### config.mk
export PLATFORM = sky130hd
export DESIGN_NAME = bounded_deque_engine
export DESIGN_NICKNAME = d
export VERILOG_FILES = /design/src/design/bde_pkg.sv /design/src/design/bounded_deque_engine.sv /design/src/design/bde_front.sv /design/src/design/bde_back.sv
export SDC_FILE = /design/constraint.sdc
export NUM_CORES = 1
export LEC_CHECK = 0
export BUFFER_PORTS_ARGS = -buffer_cell sky130_fd_sc_hd__buf_4
export CAP_MARGIN = 20
export CORE_ASPECT_RATIO = 1.4
export CORE_MARGIN = 10
export CORE_UTILIZATION = 45
export CTS_BUF_LIST = sky130_fd_sc_hd__clkbuf_8
export CTS_CLUSTER_DIAMETER = 120
export CTS_CLUSTER_SIZE = 30
export DETAILED_ROUTE_END_ITERATION = 8
export PLACE_DENSITY = 0.64
export REMOVE_ABC_BUFFERS = 1
export SETUP_SLACK_MARGIN = 0.3
export SLEW_MARGIN = 10
export SYNTH_ARGS = -nofsm -noshare
export SYNTH_HDL_FRONTEND = slang
export SYNTH_SLANG_ARGS = --single-unit
### constraint.sdc
create_clock -name i_clk -period 5.2 [get_ports i_clk]
set_input_delay 1.56 -clock i_clk [delete_from_list [all_inputs] [get_ports i_clk]]
set_output_delay 1.56 -clock i_clk [all_outputs]
set_load 0.03 [all_outputs]
### src/design/bde_pkg.sv
// bde_pkg: shared types, codes and sizes for the bounded deque engine
// used by bde_front, bde_back and bounded_deque_engine; no dependencies
package bde_pkg;

    localparam int DEPTH_DEF   = 32;
    localparam int DATA_W      = 32;
    localparam int ACTION_W    = 3;
    localparam int STATUS_W    = 2;
    localparam int ENTRIES_W   = 6;
    localparam int CMDQ_DEPTH  = 2;
    localparam int CMDQ_PTR_W  = $clog2(CMDQ_DEPTH);
    localparam int CMDQ_CNT_W  = $clog2(CMDQ_DEPTH + 1);

    typedef enum logic [ACTION_W-1:0] {
        ACT_PUSH_FRONT = 3'd0,
        ACT_PUSH_BACK  = 3'd1,
        ACT_POP_FRONT  = 3'd2,
        ACT_POP_BACK   = 3'd3,
        ACT_PEEK_FRONT = 3'd4,
        ACT_PEEK_BACK  = 3'd5,
        ACT_DUMP_FWD   = 3'd6,
        ACT_DUMP_BWD   = 3'd7
    } t_action;

    typedef enum logic [1:0] {
        KIND_PUSH = 2'd0,
        KIND_POP  = 2'd1,
        KIND_PEEK = 2'd2,
        KIND_DUMP = 2'd3
    } t_kind;

    typedef enum logic [STATUS_W-1:0] {
        ST_OK    = 2'd0,
        ST_EMPTY = 2'd1,
        ST_FULL  = 2'd2
    } t_status;

    typedef enum logic {
        BK_IDLE = 1'b0,
        BK_DUMP = 1'b1
    } t_back_state;

    // classified request handed from the front to the back
    typedef struct packed {
        t_kind             kind;
        logic              at_back;
        logic [DATA_W-1:0] value;
    } t_cmd;

endpackage

### src/design/bounded_deque_engine.sv
// bounded_deque_engine: top level of the bounded double-ended queue
// depends on bde_pkg, bde_front and bde_back
//
//  channel   dir  handshake                        payload
//  s_axis    in   i_s_axis_tvalid / o_s_axis_tready tuser = action, tdata = value
//  m_axis    out  o_m_axis_tvalid / i_m_axis_tready tdata = data_out,status,entries;
//                                                    tlast = last
//
// push, pop and peek sustain one request per cycle while m_axis is ready; a result
// passes through the request queue, then the store read and result register
// a dump gives one result per entry, one per cycle while m_axis is ready, set by
// the single read port of the ring store; the 2-deep request queue keeps accepting
// until it fills, then o_s_axis_tready drops
// a stall on m_axis holds the result register and backs up into the request queue
// reset (synchronous, active low) empties the queue and the request queue; store
// contents are left as they were
module bounded_deque_engine #(
    parameter int DEPTH = bde_pkg::DEPTH_DEF
) (
    input  logic                         i_clk,
    input  logic                         i_rst_n,
    // request side
    input  logic                         i_s_axis_tvalid,
    output logic                         o_s_axis_tready,
    input  logic [31:0]                  i_s_axis_tdata,  // [31:0] value
    input  logic [bde_pkg::ACTION_W-1:0] i_s_axis_tuser,  // [2:0] action
    // result side
    output logic                         o_m_axis_tvalid,
    input  logic                         i_m_axis_tready,
    output logic [39:0]                  o_m_axis_tdata,  // [31:0] data_out, [33:32] status,
                                                          // [39:34] entries
    output logic                         o_m_axis_tlast
);

    // classified request between front and back
    logic          cmd_valid;
    logic          cmd_ready;
    bde_pkg::t_cmd cmd;

    logic [bde_pkg::DATA_W-1:0]    data_out;
    logic [bde_pkg::STATUS_W-1:0]  status;
    logic [bde_pkg::ENTRIES_W-1:0] entries;

    bde_front u_front (
        .i_clk       (i_clk),
        .i_rst_n     (i_rst_n),
        .i_s_valid   (i_s_axis_tvalid),
        .o_s_ready   (o_s_axis_tready),
        .i_action    (i_s_axis_tuser),
        .i_value     (i_s_axis_tdata),
        .o_cmd_valid (cmd_valid),
        .i_cmd_ready (cmd_ready),
        .o_cmd       (cmd)
    );

    bde_back #(
        .DEPTH (DEPTH)
    ) u_back (
        .i_clk       (i_clk),
        .i_rst_n     (i_rst_n),
        .i_cmd_valid (cmd_valid),
        .o_cmd_ready (cmd_ready),
        .i_cmd       (cmd),
        .o_out_valid (o_m_axis_tvalid),
        .i_out_ready (i_m_axis_tready),
        .o_data_out  (data_out),
        .o_status    (status),
        .o_entries   (entries),
        .o_last      (o_m_axis_tlast)
    );

    // pack the result fields, data_out in the lowest bits and entries in the highest
    assign o_m_axis_tdata = {entries, status, data_out};

endmodule

### src/design/bde_front.sv
// bde_front: accepts requests, classifies the action and holds them in a short queue
// depends on bde_pkg
module bde_front (
    input  logic                         i_clk,
    input  logic                         i_rst_n,
    input  logic                         i_s_valid,
    output logic                         o_s_ready,
    input  logic [bde_pkg::ACTION_W-1:0] i_action,
    input  logic [bde_pkg::DATA_W-1:0]   i_value,
    output logic                         o_cmd_valid,
    input  logic                         i_cmd_ready,
    output bde_pkg::t_cmd                o_cmd
);

    bde_pkg::t_cmd                       r_q [bde_pkg::CMDQ_DEPTH];
    logic [bde_pkg::CMDQ_PTR_W-1:0]      r_wr_ptr, n_wr_ptr;
    logic [bde_pkg::CMDQ_PTR_W-1:0]      r_rd_ptr, n_rd_ptr;
    logic [bde_pkg::CMDQ_CNT_W-1:0]      r_cnt, n_cnt;
    bde_pkg::t_cmd                       dec_cmd;
    logic                                push, pop;

    // classify the action
    always_comb begin
        dec_cmd.value   = i_value;
        dec_cmd.at_back = 1'b0;
        dec_cmd.kind    = bde_pkg::KIND_PUSH;
        unique case (bde_pkg::t_action'(i_action))
            bde_pkg::ACT_PUSH_FRONT: begin
                dec_cmd.kind = bde_pkg::KIND_PUSH;
            end
            bde_pkg::ACT_PUSH_BACK: begin
                dec_cmd.kind    = bde_pkg::KIND_PUSH;
                dec_cmd.at_back = 1'b1;
            end
            bde_pkg::ACT_POP_FRONT: begin
                dec_cmd.kind = bde_pkg::KIND_POP;
            end
            bde_pkg::ACT_POP_BACK: begin
                dec_cmd.kind    = bde_pkg::KIND_POP;
                dec_cmd.at_back = 1'b1;
            end
            bde_pkg::ACT_PEEK_FRONT: begin
                dec_cmd.kind = bde_pkg::KIND_PEEK;
            end
            bde_pkg::ACT_PEEK_BACK: begin
                dec_cmd.kind    = bde_pkg::KIND_PEEK;
                dec_cmd.at_back = 1'b1;
            end
            bde_pkg::ACT_DUMP_FWD: begin
                dec_cmd.kind = bde_pkg::KIND_DUMP;
            end
            bde_pkg::ACT_DUMP_BWD: begin
                dec_cmd.kind    = bde_pkg::KIND_DUMP;
                dec_cmd.at_back = 1'b1;
            end
            default: begin
                dec_cmd.kind = bde_pkg::KIND_PUSH;
            end
        endcase
    end

    assign o_s_ready   = (r_cnt != bde_pkg::CMDQ_CNT_W'(bde_pkg::CMDQ_DEPTH));
    assign o_cmd_valid = (r_cnt != '0);
    assign o_cmd       = r_q[r_rd_ptr];
    assign push        = i_s_valid && o_s_ready;
    assign pop         = o_cmd_valid && i_cmd_ready;

    always_comb begin
        n_wr_ptr = r_wr_ptr;
        n_rd_ptr = r_rd_ptr;
        n_cnt    = r_cnt;
        if (push) begin
            n_wr_ptr = (r_wr_ptr == bde_pkg::CMDQ_PTR_W'(bde_pkg::CMDQ_DEPTH - 1)) ?
                       '0 : r_wr_ptr + 1'b1;
        end
        if (pop) begin
            n_rd_ptr = (r_rd_ptr == bde_pkg::CMDQ_PTR_W'(bde_pkg::CMDQ_DEPTH - 1)) ?
                       '0 : r_rd_ptr + 1'b1;
        end
        if (push && !pop) begin
            n_cnt = r_cnt + 1'b1;
        end else if (pop && !push) begin
            n_cnt = r_cnt - 1'b1;
        end
    end

    always_ff @(posedge i_clk) begin
        if (!i_rst_n) begin
            r_wr_ptr <= '0;
            r_rd_ptr <= '0;
            r_cnt    <= '0;
        end else begin
            r_wr_ptr <= n_wr_ptr;
            r_rd_ptr <= n_rd_ptr;
            r_cnt    <= n_cnt;
        end
    end

    always_ff @(posedge i_clk) begin
        if (push) begin
            r_q[r_wr_ptr] <= dec_cmd;
        end
    end

endmodule

### src/design/bde_back.sv
// bde_back: ring store, head/tail/count pointers, dump sequencer and result register
// depends on bde_pkg
module bde_back #(
    parameter int DEPTH = bde_pkg::DEPTH_DEF
) (
    input  logic                          i_clk,
    input  logic                          i_rst_n,
    input  logic                          i_cmd_valid,
    output logic                          o_cmd_ready,
    input  bde_pkg::t_cmd                 i_cmd,
    output logic                          o_out_valid,
    input  logic                          i_out_ready,
    output logic [bde_pkg::DATA_W-1:0]    o_data_out,
    output logic [bde_pkg::STATUS_W-1:0]  o_status,
    output logic [bde_pkg::ENTRIES_W-1:0] o_entries,
    output logic                          o_last
);

    localparam int IDX_W = $clog2(DEPTH);
    localparam int CNT_W = $clog2(DEPTH + 1);

    function automatic logic [IDX_W-1:0] f_next(input logic [IDX_W-1:0] idx);
        return (idx == IDX_W'(DEPTH - 1)) ? '0 : idx + 1'b1;
    endfunction

    function automatic logic [IDX_W-1:0] f_prev(input logic [IDX_W-1:0] idx);
        return (idx == '0) ? IDX_W'(DEPTH - 1) : idx - 1'b1;
    endfunction

    logic [bde_pkg::DATA_W-1:0] mem [DEPTH];
    logic [bde_pkg::DATA_W-1:0] r_rd_data;

    bde_pkg::t_back_state r_state, n_state;
    logic [IDX_W-1:0]     r_head, n_head;
    logic [IDX_W-1:0]     r_tail, n_tail;
    logic [CNT_W-1:0]     r_count, n_count;
    logic [IDX_W-1:0]     r_dump_idx, n_dump_idx;
    logic [CNT_W-1:0]     r_dump_left, n_dump_left;
    logic                 r_dump_back, n_dump_back;

    logic                 r_out_valid;
    bde_pkg::t_status     r_out_status, n_out_status;
    logic [CNT_W-1:0]     r_out_count;
    logic                 r_out_last, n_out_last;
    logic                 r_out_use_mem, n_out_use_mem;

    logic                       out_free, out_load, cmd_fire;
    logic                       wr_en, rd_en;
    logic [IDX_W-1:0]           wr_addr, rd_addr, tail_prev;
    logic [bde_pkg::DATA_W-1:0] wr_data;
    logic                       is_full, is_empty;

    assign out_free    = !r_out_valid || i_out_ready;
    assign o_cmd_ready = out_free && (r_state == bde_pkg::BK_IDLE);
    assign cmd_fire    = i_cmd_valid && o_cmd_ready;
    assign is_full     = (r_count == CNT_W'(DEPTH));
    assign is_empty    = (r_count == '0);
    assign tail_prev   = f_prev(r_tail);

    // next state
    always_comb begin
        n_state = r_state;
        unique case (r_state)
            bde_pkg::BK_IDLE: begin
                if (cmd_fire && i_cmd.kind == bde_pkg::KIND_DUMP &&
                    r_count > CNT_W'(1)) begin
                    n_state = bde_pkg::BK_DUMP;
                end
            end
            bde_pkg::BK_DUMP: begin
                if (out_free && r_dump_left == CNT_W'(1)) begin
                    n_state = bde_pkg::BK_IDLE;
                end
            end
            default: begin
                n_state = bde_pkg::BK_IDLE;
            end
        endcase
    end

    // datapath control
    always_comb begin
        n_head        = r_head;
        n_tail        = r_tail;
        n_count       = r_count;
        n_dump_idx    = r_dump_idx;
        n_dump_left   = r_dump_left;
        n_dump_back   = r_dump_back;
        n_out_status  = bde_pkg::ST_OK;
        n_out_last    = 1'b1;
        n_out_use_mem = 1'b0;
        out_load      = 1'b0;
        wr_en         = 1'b0;
        wr_addr       = r_tail;
        wr_data       = i_cmd.value;
        rd_en         = 1'b0;
        rd_addr       = r_head;
        unique case (r_state)
            bde_pkg::BK_IDLE: begin
                if (cmd_fire) begin
                    out_load = 1'b1;
                    if (i_cmd.kind == bde_pkg::KIND_PUSH) begin
                        if (is_full) begin
                            n_out_status = bde_pkg::ST_FULL;
                        end else begin
                            wr_en   = 1'b1;
                            n_count = r_count + 1'b1;
                            if (i_cmd.at_back) begin
                                wr_addr = r_tail;
                                n_tail  = f_next(r_tail);
                            end else begin
                                wr_addr = f_prev(r_head);
                                n_head  = f_prev(r_head);
                            end
                        end
                    end else if (is_empty) begin
                        n_out_status = bde_pkg::ST_EMPTY;
                    end else begin
                        rd_en         = 1'b1;
                        n_out_use_mem = 1'b1;
                        rd_addr       = i_cmd.at_back ? tail_prev : r_head;
                        unique case (i_cmd.kind)
                            bde_pkg::KIND_POP: begin
                                n_count = r_count - 1'b1;
                                if (i_cmd.at_back) begin
                                    n_tail = tail_prev;
                                end else begin
                                    n_head = f_next(r_head);
                                end
                            end
                            bde_pkg::KIND_DUMP: begin
                                n_dump_back = i_cmd.at_back;
                                n_dump_left = r_count - 1'b1;
                                n_dump_idx  = i_cmd.at_back ? f_prev(tail_prev) :
                                              f_next(r_head);
                                n_out_last  = (r_count == CNT_W'(1));
                            end
                            default: begin
                                // peek leaves the pointers alone
                                n_count = r_count;
                            end
                        endcase
                    end
                end
            end
            bde_pkg::BK_DUMP: begin
                if (out_free) begin
                    out_load      = 1'b1;
                    rd_en         = 1'b1;
                    rd_addr       = r_dump_idx;
                    n_out_use_mem = 1'b1;
                    n_out_last    = (r_dump_left == CNT_W'(1));
                    n_dump_left   = r_dump_left - 1'b1;
                    n_dump_idx    = r_dump_back ? f_prev(r_dump_idx) : f_next(r_dump_idx);
                end
            end
            default: begin
                out_load = 1'b0;
            end
        endcase
    end

    always_ff @(posedge i_clk) begin
        if (!i_rst_n) begin
            r_state     <= bde_pkg::BK_IDLE;
            r_head      <= '0;
            r_tail      <= '0;
            r_count     <= '0;
            r_out_valid <= 1'b0;
        end else begin
            r_state <= n_state;
            r_head  <= n_head;
            r_tail  <= n_tail;
            r_count <= n_count;
            if (out_free) begin
                r_out_valid <= out_load;
            end
        end
    end

    always_ff @(posedge i_clk) begin
        r_dump_idx  <= n_dump_idx;
        r_dump_left <= n_dump_left;
        r_dump_back <= n_dump_back;
        if (out_load) begin
            r_out_status  <= n_out_status;
            r_out_count   <= n_count;
            r_out_last    <= n_out_last;
            r_out_use_mem <= n_out_use_mem;
        end
    end

    // ring store, one write and one registered read port
    always_ff @(posedge i_clk) begin
        if (wr_en) begin
            mem[wr_addr] <= wr_data;
        end
        if (rd_en) begin
            r_rd_data <= mem[rd_addr];
        end
    end

    assign o_out_valid = r_out_valid;
    assign o_data_out  = r_out_use_mem ? r_rd_data : '0;
    assign o_status    = r_out_status;
    assign o_entries   = bde_pkg::ENTRIES_W'(r_out_count);
    assign o_last      = r_out_last;

endmodule

# Word-level counts from Yosys, hierarchy flattened
# Memory sizes are Yosys's and may differ from the RTL's. A register that Yosys moved wholly into a read port is not among the register bits.
# Cells that the tools add are included.
dict set report totals {
  memories 2
  reg_bits 44
  mem_bits_ro 0
  word_cells 178
  inputBits 39
  latch_bits 0
  output_inout_bits 43
  mem_bits_rw 1094
}
# memory depth word_bits rd rd_ports_with_merged_regs wr line_no
set memory_table {}
lappend memory_table {u_back.mem 32 32 1 1 1 bde_back.sv:30} ;# logic [bde_pkg::DATA_W-1:0] mem [DEPTH];
lappend memory_table {u_front.r_q 2 35 1 1 1 bde_front.sv:15} ;# bde_pkg::t_cmd r_q [bde_pkg::CMDQ_DEPTH];
dict set report op_classes {
  n_div 0
  eq_ne 23
  reduce_logical 32
  shifts 0
  n_lt_le_gt_ge 1
  mul 0
  bitwise_logic 5
  n_addsub 14
  n_mux 86
}
# op n
set op_table {}
lappend op_table {{2-to-1 mux 5 bit} 36}
lappend op_table {{2-to-1 mux 6 bit} 11}
lappend op_table {{2-to-1 mux 32 bit} 1}
lappend op_table {{2-to-1 mux 1 bit} 26}
lappend op_table {{zero test 5 bit} 4}
lappend op_table {{case mux 5 bit (2 select lines)} 2}
lappend op_table {{subtractor 5 x 1 -> 5 bit (second input constant)} 4}
lappend op_table {{adder 5 x 1 -> 5 bit (second input constant)} 3}
lappend op_table {{== test 5 bit (second input constant)} 3}
lappend op_table {{!= test 2 bit (second input constant)} 7}
lappend op_table {{== test 3 bit (second input constant)} 4}
lappend op_table {{== test 6 x 1 -> 1 bit (second input constant)} 2}
lappend op_table {{case mux 6 bit (2 select lines)} 1}
lappend op_table {{AND reduction 6 bit} 2}
lappend op_table {{subtractor 6 x 1 -> 6 bit (second input constant)} 2}
lappend op_table {{AND reduction 5 bit} 2}
lappend op_table {{OR reduction 2 bit} 5}
lappend op_table {{logical AND 1 bit} 8}
lappend op_table {{2-to-1 mux 2 bit} 4}
lappend op_table {{case mux 1 bit (2 select lines)} 4}
lappend op_table {{case mux 2 bit (4 select lines)} 1}
lappend op_table {{adder 6 x 1 -> 6 bit (second input constant)} 1}
lappend op_table {{== test 3 x 2 -> 1 bit (second input constant)} 2}
lappend op_table {{== test 6 bit (second input constant)} 1}
lappend op_table {{16 further kinds} 25}

# Longest topological paths before layout
dict set report logic_depth {
  depth_word 10
  depth_mapped 15
  depth_no_buf 11
}

# Cells and area by module
# Synthesis repeated with hierarchy kept, for this count alone.
dict set report hier_totals {
  cells_unflattened 3147
  hier_area_um2 47296.6
}
# module seq_area_each_um2 n_inst cells_each area_per_inst_um2
set modules_own_cells {}
lappend modules_own_cells {bde_back 32731.4 1 3011 44526.5}
lappend modules_own_cells {bde_front 2202.1 1 136 2770.2}

# Worst setup path after synthesis
# OpenSTA, ideal clock, no wires.
dict set report synth_timing {
  path_kind {input-to-reg}
  start {in i_m_axis_tready}
  end {reg u_back.r_out_use_mem (data pin)}
  arrival_time_ns 4.607
  stages 5
  slack_ns -0.068
  setup_time_ns 0.661
  path_buffers 1
  path_cell_list {nor2b_1 -> nor3_1 -> clkbuf_1 -> nand2_1 -> o21ai_0}
}
dict set report synth_via {
  elab_chain_cells 5
}
# item line_no
set synth_lines {}
lappend synth_lines {{from (decl)} bounded_deque_engine.sv:29} ;# input logic i_m_axis_tready,
lappend synth_lines {{logical OR 1 bit *} bde_back.sv:53} ;# assign out_free = !r_out_valid || i_out_ready;
lappend synth_lines {{logical AND 1 bit} bde_back.sv:54} ;# assign o_cmd_ready = out_free && (r_state == bde_pkg::BK_IDLE);
lappend synth_lines {{logical AND 1 bit} bde_back.sv:55} ;# assign cmd_fire = i_cmd_valid && o_cmd_ready;
lappend synth_lines {{2-to-1 mux 1 bit} bde_back.sv:100} ;# if (cmd_fire) begin
lappend synth_lines {{case mux 1 bit (2 select lines) *} bde_back.sv:98} ;# unique case (r_state)
lappend synth_lines {{named net u_back.n_out_use_mem} bde_back.sv:45} ;# logic r_out_use_mem, n_out_use_mem;
lappend synth_lines {{to (signal assigned)} bde_back.sv:189} ;# r_out_use_mem <= n_out_use_mem;
lappend synth_lines {{to (decl)} bde_back.sv:45}
# Mark *: on every way through the listed nets, which the timed path passes. The rest lies on a longest branch.
# A chain may end at the register's enable or synchronous reset.

==> results.ini <==
[worst_setup_path]
cp_max_fo = 26
worst-r2r-cell-count = 7
r2r_end = u_back.r_rd_data[18]
cp-end-kind = register
rrSetupSlack_ns = 0.90
critPathArrivalTime_ns = 4.83
critPathLaunchType = register
crit_required_ns = 5.73
worstPathCellList = o32a_1 -> nand3_1 -> o221ai_2 -> or3b_2 -> buf_12 -> a21oi_1 -> nor4_2
path_class = register to register
crit_slowest_cell = o32a_1
slowest_delay_ns = 0.92

[clock_tree]
clock_sinks = 1171
insertion_delay_ns = 0.78
postCtsSetupBuffers = 0
path_clk_slew_ns = 0.18
cts_hold_buf = 0
cts-resized-gates = 0
clockBufferDepth = 3
htree_levels = 2
clockRootBuffer = clkbuf_8
cts_buffers = 45
cts_tree = yes

[yosys]
synth_top_area_share = 0.724
netlist-cell-type-count = 67
seq_area_frac_synth = 0.733
synth-seq-cells = 1171
synthArstFlopShare = 0
synth-edff-count = 1148
synth_area_leader_cell = edfxtp_1
synth_cells = 3014
ys_top_cells_by_area = edfxtp_1 72%, mux2i_1 8.0%, a211oi_1 2.5%
netlist_area_um2 = 47600
ys_warn_count = 0
syn_area_per_cell_um2 = 15.8
synthFlopType = edfxtp_1

[timing]
slew_headroom = 0.294
rsz0062_at_grt = false
fmaxAchievable_ghz = 0.233
final_hold_viol_count = 0
hold_ws_ns = 0.521
finalClockSkew_ns = 0.0591
setup_slack_ns = 0.899
worst_pin_slew_ns = 1.06
slew_violations = 0
period_minus_slack_ns = 4.30
finalSetupViolations = 0
period_share = 0.827

[placement]
gp_congestion = 0.869
preCtsSetupSlack_ns = 0.402
io_buffers = 81
post_dp_cell_area_um2 = 50600
dp_hpwl_mm = 73.4

[worst_hold_path]
hp-class = register to register
holdPathStages = 2
hold_path_startpoint = u_front.r_cnt[1]
min_to = u_front.r_cnt[1]

[run_status]
status = completed

[global_route]
grt.overflow.total = 0
antenna_found_initial = 1
grt_max_degree = 98
grt_pass1_wl_mm = 179
grt_usage = 0.201
grt_pass1_vias = 26900

[route]
wl_per_cell_um = 27.5
drt_iter0_drc = 2787
vias = 26700
drc = 0
ant_nets = 0
via_per_inst = 6.02
wl_mm = 122
firstDrtPassIters = 5

[die]
row_count = 141
fp.coreArea_um2 = 105000
io_pins = 82
die-area_um2 = 119000
chipWidth_um = 295
initial_utilization = 0.452
die_h_um = 405

[power]
power_leakage_uw = 0.0171
peakVddDrop_mv = 0.398
power_density_nw_per_um2 = 418
power.total_uw = 21500

[finish]
layout_commonest_cell = edfxtp_1
area_delta_synth_final_pct = 7.87
layout-drive-gt1-share = 0.126
fillerInstances = 8746
final_cell_mix = 1,148 x edfxtp_1, 382 x mux2i_1, 229 x nand2_1, 165 x buf_4, 160 x and3_1
final_area_um2 = 51400
num-nets-final = 3120

[job]
cap_violations = 0

[power breakdown]
part	total (uW)	internal (uW)	switching, uW	leakage, uW
registers	11800	11600	212	0.0105
logic	6290	2060	4240	0.00612
clock network	3430	823	2610	0.000426
total	21500	14400	7050	0.0171
[cells in the mapped netlist (all sizes together), types with 63 or more instances]
cell type,number
a211oi,159
a21oi,63
and3,163
buf,96
clkbuf,107
edfxtp,1148
mux2i,382
nand2,234
nand3,84
nor2,78
o21ai,83
o22ai,69
[registers in the layout, summed over array words and instances, names as in the netlist, 6 cells and up, named ones only]
signal,cells
u_back.mem,1024
u_back.o_entries,6
u_back.r_count,6
u_back.r_dump_left,6
u_back.r_rd_data,32
u_front.r_q,70
[kinds of logic (layout without fill, tap and decap cells)]
logic type,after synthesis,count (layout),synth area share
adders and majority gates,16,16,0.00420
buffers and inverters,222,291,0.0243
other,0,2,0
AOI/OAI and AO/OA,476,476,0.0670
and+or+nand+nor,680,680,0.0753
muxes,424,424,0.0912
xor gates and xnor gates,25,25,0.00460
DFF,1171,1171,0.733
[through the flow]
step	TNS, ns	std cells	util
finish	0	4443	0.488
global route	0	4442	0.488
detailed placement	0	4376	0.481
CTS	0	4441	0.488
floorplan	-419.97	2811	-
global placement	0	4376	0.481
[per-layer routing]
layer / part of all wire / global-route usage
met1: 0.40 / 0.260
met5: 0 / 0
met2: 0.51 / 0.350
met4: 0.032 / 0.0635
met3: 0.059 / 0.0251
[critical path, delay by kind of cell (launching register included)]
kind                   cells  cell delay, ns
buffers and inverters      1            0.27
and+or+nand+nor            3            1.30
DFF                        1            0.71
AOI/OAI and AO/OA          3            1.79
[worst max path at each step]
stage,start,to,slack (ns),cells after the start
2_1_floorplan,i_m_axis_tready,u_back.r_rd_data[30],-10.62,9
3_3_place_gp,i_m_axis_tready,u_back.r_rd_data[18],0.38,11
3_5_place_dp,i_m_axis_tready,u_back.r_rd_data[18],0.40,11
4_1_cts,register,u_back.r_rd_data[18],0.94,7
5_1_grt,register,u_back.mem[4][5],0.66,8
6_report,register,u_back.r_rd_data[18],0.90,7
[area by class of cell]
class                   count  area [um^2]  area share
clock inverters            20          109     0.00212
inverters                  19         71.3     0.00139
flip-flops and latches   1171        34900       0.680
repair buffers            207         2080      0.0405
multi-input cells        1621        11900       0.231
clock buffers              45          619      0.0121
diodes                      2         5.00   0.0000974
well taps                1358         1700      0.0331
(Power assumes the default switching activity.)
